## src/hw/rtl/sorted_list_insert_search_assert.svh

```systemverilog
// assertion macros for the sorted list block
`ifndef SORTED_LIST_INSERT_SEARCH_ASSERT_SVH
`define SORTED_LIST_INSERT_SEARCH_ASSERT_SVH

// same-cycle implication
`define SLI_ASSERT_NOW(label, pre, post) \
  label: assert property (@(posedge clk) disable iff (rst) (pre) |-> (post)) \
    else $error("sorted list check failed");

// next-cycle implication
`define SLI_ASSERT_NEXT(label, pre, post) \
  label: assert property (@(posedge clk) disable iff (rst) (pre) |=> (post)) \
    else $error("sorted list check failed");

`endif

```

## src/hw/rtl/sli_pkg.sv

```systemverilog
`default_nettype none
package sli_pkg;

  localparam int DEPTH     = 16;
  localparam int VALUE_W   = 16;
  localparam int POS_W     = $clog2(DEPTH + 1);
  localparam int S_TDATA_W = ((VALUE_W + 7) / 8) * 8;
  localparam int M_TDATA_W = ((POS_W + 7) / 8) * 8;
  localparam int S_TUSER_W = 1;
  localparam int M_TUSER_W = 2;

  localparam logic FUNC_INSERT = 1'b0;
  localparam logic FUNC_FIND   = 1'b1;

  typedef logic signed [VALUE_W-1:0] value_t;
  typedef logic [POS_W-1:0] pos_t;

  typedef struct packed {
    logic ins;
    logic occ;
  } cell_ctl_t;

  typedef struct packed {
    logic le;
    logic lt;
    logic eq;
  } cell_flags_t;

endpackage
`default_nettype wire

```

## src/hw/rtl/sli_cell.sv

```systemverilog
`default_nettype none
module sli_cell (
  input  wire logic                 clk,
  input  wire sli_pkg::cell_ctl_t   ctl,
  input  wire logic                 prev_le,
  input  wire sli_pkg::value_t      prev_entry,
  input  wire sli_pkg::value_t      v,
  output sli_pkg::cell_flags_t      flags,
  output sli_pkg::value_t           entry
);
  import sli_pkg::*;

  value_t stored;

  assign entry    = stored;
  assign flags.le = ctl.occ && (stored <= v);
  assign flags.lt = ctl.occ && (stored < v);
  assign flags.eq = ctl.occ && (stored == v);

  // larger entries move up one place, the new value lands at the boundary
  always_ff @(posedge clk) begin
    if (ctl.ins && !flags.le) begin
      stored <= prev_le ? v : prev_entry;
    end
  end

endmodule
`default_nettype wire

```

## src/hw/rtl/sorted_list_insert_search.sv

```systemverilog
// channel  dir  signals                          beat contents
// s        in   s_tvalid s_tready s_tdata s_tuser value, func
// m        out  m_tvalid m_tready m_tdata m_tuser position, found / full_res
//
// for every item all cells compare against the value at once,
// the boundary cell is encoded and the result goes to the output register
// one item per cycle is accepted while the output register is free or drained
// rst clears the count and the output valid; stored entries need no reset
// a stalled result holds s_tready low until it is taken
`default_nettype none
`include "sorted_list_insert_search_assert.svh"
module sorted_list_insert_search (
  input  wire logic                          clk,
  input  wire logic                          rst,
  input  wire logic                          s_tvalid,
  output logic                               s_tready,
  input  wire logic [sli_pkg::S_TDATA_W-1:0] s_tdata,  // value
  input  wire logic [sli_pkg::S_TUSER_W-1:0] s_tuser,  // func
  output logic                               m_tvalid,
  input  wire logic                          m_tready,
  output logic [sli_pkg::M_TDATA_W-1:0]      m_tdata,  // position, zero pad
  output logic [sli_pkg::M_TUSER_W-1:0]      m_tuser   // found, full_res
);
  import sli_pkg::*;

  logic        s_go;
  logic        func;
  value_t      v;
  logic        full;
  logic        ins_go;
  pos_t        count;
  pos_t        count_next;
  pos_t        le_pos;
  pos_t        lt_pos;
  logic        le_any;
  logic        hit;
  logic        res_found;
  logic        res_full;
  pos_t        res_pos;
  logic        r_found;
  logic        r_full;
  pos_t        r_pos;

  cell_ctl_t   ctl   [DEPTH];
  cell_flags_t flags [DEPTH];
  value_t      entry [DEPTH];

  assign s_tready = !m_tvalid || m_tready;
  assign s_go     = s_tvalid && s_tready;
  assign func     = s_tuser[0];
  assign v        = s_tdata[VALUE_W-1:0];
  assign full     = (count == pos_t'(DEPTH));
  assign ins_go   = s_go && (func == FUNC_INSERT) && !full;

  for (genvar i = 0; i < DEPTH; i++) begin : g_cell
    assign ctl[i].ins = ins_go;
    assign ctl[i].occ = (count > pos_t'(i));
    if (i == 0) begin : g_head
      sli_cell u_cell (
        .clk        (clk),
        .ctl        (ctl[i]),
        .prev_le    (1'b0),
        .prev_entry (v),
        .v          (v),
        .flags      (flags[i]),
        .entry      (entry[i])
      );
    end else begin : g_body
      sli_cell u_cell (
        .clk        (clk),
        .ctl        (ctl[i]),
        .prev_le    (flags[i-1].le),
        .prev_entry (entry[i-1]),
        .v          (v),
        .flags      (flags[i]),
        .entry      (entry[i])
      );
    end
  end

  // boundary encode: cells below the boundary compare true, the rest false
  always_comb begin
    le_pos = '0;
    lt_pos = '0;
    le_any = 1'b0;
    hit    = 1'b0;
    for (int i = 0; i < DEPTH; i++) begin
      if (!flags[i].le && (i == 0 || flags[(i == 0) ? 0 : i-1].le)) begin
        le_pos = le_pos | pos_t'(i);
        le_any = 1'b1;
      end
      if (!flags[i].lt && (i == 0 || flags[(i == 0) ? 0 : i-1].lt)) begin
        lt_pos = lt_pos | pos_t'(i);
        hit    = hit | flags[i].eq;
      end
    end
  end

  always_comb begin
    res_found = 1'b0;
    res_full  = 1'b0;
    res_pos   = count;
    if (func == FUNC_INSERT) begin
      if (full) begin
        res_full = 1'b1;
      end else begin
        res_found = 1'b1;
        res_pos   = le_any ? le_pos : count;
      end
    end else if (hit) begin
      res_found = 1'b1;
      res_pos   = lt_pos;
    end
  end

  assign count_next = ins_go ? count + pos_t'(1) : count;

  always_ff @(posedge clk) begin
    if (rst) begin
      count    <= '0;
      m_tvalid <= 1'b0;
    end else begin
      count <= count_next;
      if (s_go) begin
        m_tvalid <= 1'b1;
      end else if (m_tready) begin
        m_tvalid <= 1'b0;
      end
    end
  end

  always_ff @(posedge clk) begin
    if (s_go) begin
      r_found <= res_found;
      r_full  <= res_full;
      r_pos   <= res_pos;
    end
  end

  assign m_tdata = {{(M_TDATA_W-POS_W){1'b0}}, r_pos};
  assign m_tuser = {r_full, r_found};

  `SLI_ASSERT_NOW(a_count_range, 1'b1, count <= pos_t'(DEPTH))
  `SLI_ASSERT_NEXT(a_count_inc, ins_go, count == $past(count) + pos_t'(1))
  `SLI_ASSERT_NEXT(a_empty_find, s_go && func == FUNC_FIND && count == '0, !r_found && r_pos == '0)
  `SLI_ASSERT_NEXT(a_full_refuse, s_go && func == FUNC_INSERT && full, r_full && $stable(count))

endmodule
`default_nettype wire
```

## config.mk

```make
export PLATFORM = sky130hd
export DESIGN_NAME = sorted_list_insert_search
export DESIGN_NICKNAME = d
export VERILOG_FILES = /design/src/hw/rtl/sli_pkg.sv /design/src/hw/rtl/sli_cell.sv /design/src/hw/rtl/sorted_list_insert_search.sv
export VERILOG_INCLUDE_DIRS = /design/src /design/src/hw/rtl
export SDC_FILE = /design/constraint.sdc
export NUM_CORES = 1
export LEC_CHECK = 0
export BUFFER_PORTS_ARGS = -buffer_cell sky130_fd_sc_hd__buf_2
export CAP_MARGIN = 20
export CORE_MARGIN = 3
export CORE_UTILIZATION = 40
export DETAILED_ROUTE_END_ITERATION = 6
export HOLD_SLACK_MARGIN = 0.15
export MAX_ROUTING_LAYER = met4
export PLACE_DENSITY_LB_ADDON = 0.08
export RECOVER_POWER = 50
export REMOVE_ABC_BUFFERS = 1
export SKIP_CTS_REPAIR_TIMING = 1
export SLEW_MARGIN = 20
export SYNTH_ARGS = -nofsm -noshare
export SYNTH_HDL_FRONTEND = slang
export SYNTH_SLANG_ARGS = --single-unit
```

## constraint.sdc

```tcl
create_clock -name clk -period 8.77 [get_ports clk]
set_input_delay 1.754 -clock clk [delete_from_list [all_inputs] [get_ports clk]]
set_output_delay 1.754 -clock clk [all_outputs]
set_load 0.05 [all_outputs]
```

==> out/metrics.yaml <==
status: "finished, violations left"
violations: "capacitance limit, slew limit"
ys_seq_area_share_pct: 44.6
cp_num_buf_inv: 4
grtUsageMet3_pct: 4.67
endpoint: "r_pos[1]"
crit_top_cell: "clkbuf_1"
clock_latency_ns: 0.54
instances_no_fill: 2321
cp_slowest_cell: "o31ai_1"
critPathLaunch: "s_tdata[12]"
overflow: 0
drc_errors: 0
worst_slew_pin_slew_ns: 1.90
grt_max_degree: 35
dp_hpwl_um: 43000
crit-reg2reg-launch: "g_cell[13].g_body.u_cell.entry[15]"
final_area_mm2: 0.0200
core_area_mm2: 0.0443
drtIter0Drc: 1018
numPlacedInstances: 2261
area_delta_synth_final_pct: 11.1
vias: 13600
fin_nets: 1989
numPortBuffers: 29
grt_first_pass_wirelength_um: 86600
grt_pass1_vias: 13200
finalHoldViolCount: 0
grt.busiest_layer: "met2"
ys.warnings.count: 0
clk_pin_slew_ns: 0.06
arrival_ns: 7.29
cts_buffers: 36
period_share_pct: 80.0
fin_skew_ns: 0.0137
placed_area_mm2: 0.0190
max-clock-path-buffers: 3
hp-class: "flip-flop to flip-flop"
rows: 77
rsz0062_at_grt: "false"
power_per_cell_area_mw_per_mm2: 178
htreeDepth: 2
cts_tree: "done"
viasPerCell: 5.86
min_path_cells: 2
ios: 33
r2r_slack_ns: 4.22
crit_chain: "clkbuf_1 -> inv_1 -> clkbuf_1 -> ha_1 -> nand4_1 -> nor3_1 -> a2111oi_0 -> a21oi_1 -> o31ai_1 -> buf_4 -> mux2_4 -> nor4b_4 -> a31oi_1 -> and4_1 -> a211oi_2"
syn_avg_cell_area_um2: 10.9
die_x_um: 218
initial_core_util_pct: 40.5
grt.total_usage_pct: 25.2
ys_types: 88
multi_input_area_mm2: 0.00949
ys.flop_type: "edfxtp_1"
p_total_mw: 3.55
setup_violations: 0
worst_hold_slack_ns: 0.522
die_area_mm2: 0.0475
r2r_end: "r_pos[1]"
die_h_um: 218
seq_area_mm2: 0.00802
setup.worst_path.class: "input pin to flip-flop"
ys_async_sr_fraction_pct: 0
cts_sinks: 269
cp.depth: 15
critPathMaxStageDelay_ns: 1.08
grtUsageMet2_pct: 37.0
grt_antenna_before_repair: 3
wl_per_cell_um: 25.1
period_needed_ns: 7.02
dr.pass1.iters: 5
slew_viol_final: 34
clock-root-buffer: "clkbuf_16"
synth-edff-count: 263
finalSetupTns_ns: 0
relSlewSlack_pct: -27.5
p_leak_nw: 7.94
fill_cells: 4218
ant_nets: 0
netlist_instances: 1647
critPathCaptureType: "flip-flop"
max_freq_ghz: 0.142
gr-usage-met1_pct: 35.6
rr_worst_depth: 12
finalWeightedCongestion: 0.886
drt_wl_total_um: 58200
drive_gt1_share_pct: 12.2
synth_seq_cells: 269
path_max_fanout: 21
critPathLaunchType: "input pin"
ir_worst_vdd_mv: 0.136
synth_area_mm2: 0.0180
path_delay_family: "compound AO/OA/AOI/OAI gates"
worst_ep_required_time_ns: 9.04
maxCapViolCount: 2
-- cells in the mapped netlist (5+ instances only) --
library cell,number,share of area (%)
o22ai_1,5,0.17
buf_2,8,0.22
clkbuf_1,36,0.75
nand4_1,49,1.7
o21ai_0,162,4.5
buf_4,6,0.25
ha_1,261,18
nand2_1,209,4.4
dfxtp_1,6,0.67
o21ai_1,5,0.14
nor2b_1,23,0.80
a211oi_1,11,0.46
o31ai_1,6,0.25
edfxtp_1,263,44
nor2_1,65,1.4
and3b_1,5,0.24
mux2i_1,5,0.28
nand3_1,16,0.45
o211ai_1,10,0.42
o31a_1,6,0.29
or3_1,7,0.24
a21o_1,19,0.79
a31oi_1,10,0.35
a21oi_1,101,2.8
o21a_1,7,0.29
and2_1,11,0.38
and3_1,8,0.28
mux2_2,115,7.2
nand2b_1,12,0.42
nor4_1,15,0.52
inv_1,53,1.1
nor3_1,38,1.1
and4_1,5,0.24
o211a_1,5,0.28
-- routing by layer --
metal	vias to the layer above	share of wire [%]
met5	-	0
met4	0	2.9
met3	96	6.0
met2	372	44
met1	6718	47
li1	6422	-
-- worst min-delay path by stage --
stage	slack, ns	to	start
floorplan	0.53	g_cell[14].g_body.u_cell.entry[10]	g_cell[13].g_body.u_cell.entry[10]
global placement	0.50	m_tvalid	m_tvalid
detailed placement	0.50	m_tvalid	m_tvalid
CTS	0.51	m_tvalid	m_tvalid
global route	0.56	m_tvalid	m_tvalid
finish	0.52	m_tvalid	m_tvalid
-- layout make-up --
class                   instances  share of cell area, %
inverters                      54                   1.02
repair buffers                 74                   2.11
clock buffers                  46                   4.81
clock inverters                13                  0.608
diodes                          1                 0.0125
multi-input cells            1272                   47.6
flip-flops and latches        269                   40.2
well taps                     592                   3.71
-- state kept, by name, summed over array words and instances (netlist names) --
name,cells
g_cell.g_body.u_cell.entry,240
g_cell.g_head.u_cell.entry,16
count,5
r_pos,5
m_tvalid,1
r_found,1
r_full,1
-- layout by cell type (no fill, tap or decap), types with 10 or more instances in the layout --
| master | n |
|---|---|
| nand2_1 | 209 |
| nor2_1 | 64 |
| clkbuf_16 | 37 |
| nor4_1 | 15 |
| mux2_2 | 110 |
| clkbuf_1 | 50 |
| a211oi_1 | 11 |
| nor3_1 | 38 |
| a21oi_1 | 100 |
| edfxtp_1 | 263 |
| a21o_1 | 19 |
| nand4_1 | 49 |
| a31oi_1 | 10 |
| ha_1 | 261 |
| buf_4 | 26 |
| o211ai_1 | 10 |
| o21ai_0 | 165 |
| inv_1 | 53 |
| nand3_1 | 16 |
| nand2b_1 | 12 |
| nor2b_1 | 23 |
-- worst register-to-register path: stages (launching register included) --
cell and delay (ns):
edfxtp_1 0.45, ha_1 0.38, nand4_2 0.18, nor3_1 0.08, or3_1 0.40, or4_1 0.58, nand3_1 0.10, clkbuf_1 1.01
mux2i_1 0.20, and3b_1 0.29, a31oi_1 0.30, and4_1 0.26, a211oi_2 0.04
-- stage by stage --
stage               worst slack, ns  utilization, %
finish                         1.75            45.0
global route                   1.33            45.0
floorplan                      3.39               -
global placement               2.24            42.8
CTS                            2.83            45.3
detailed placement             2.27            42.9
-- logic make-up (layout without fill, tap and decap cells) --
family	count (synthesis)	after routing	synth area share, %
adder cells (fa/ha/maj)	261	261	18.2
buffers and inverters	108	187	2.44
AO/OA/AOI/OAI	394	394	13.5
AND/OR/NAND/NOR	490	490	13.4
flip-flops	269	269	44.6
multiplexers	122	122	7.65
XOR/XNOR	2	2	0.0976
other	1	4	0.0209
-- report_power, final --
part	switching, mW	internal, mW	total, mW
combinational	0.383	0.205	0.588
clock	0.572	0.827	1.40
sequential	0.0517	1.51	1.57
(Power assumes the default switching activity.)
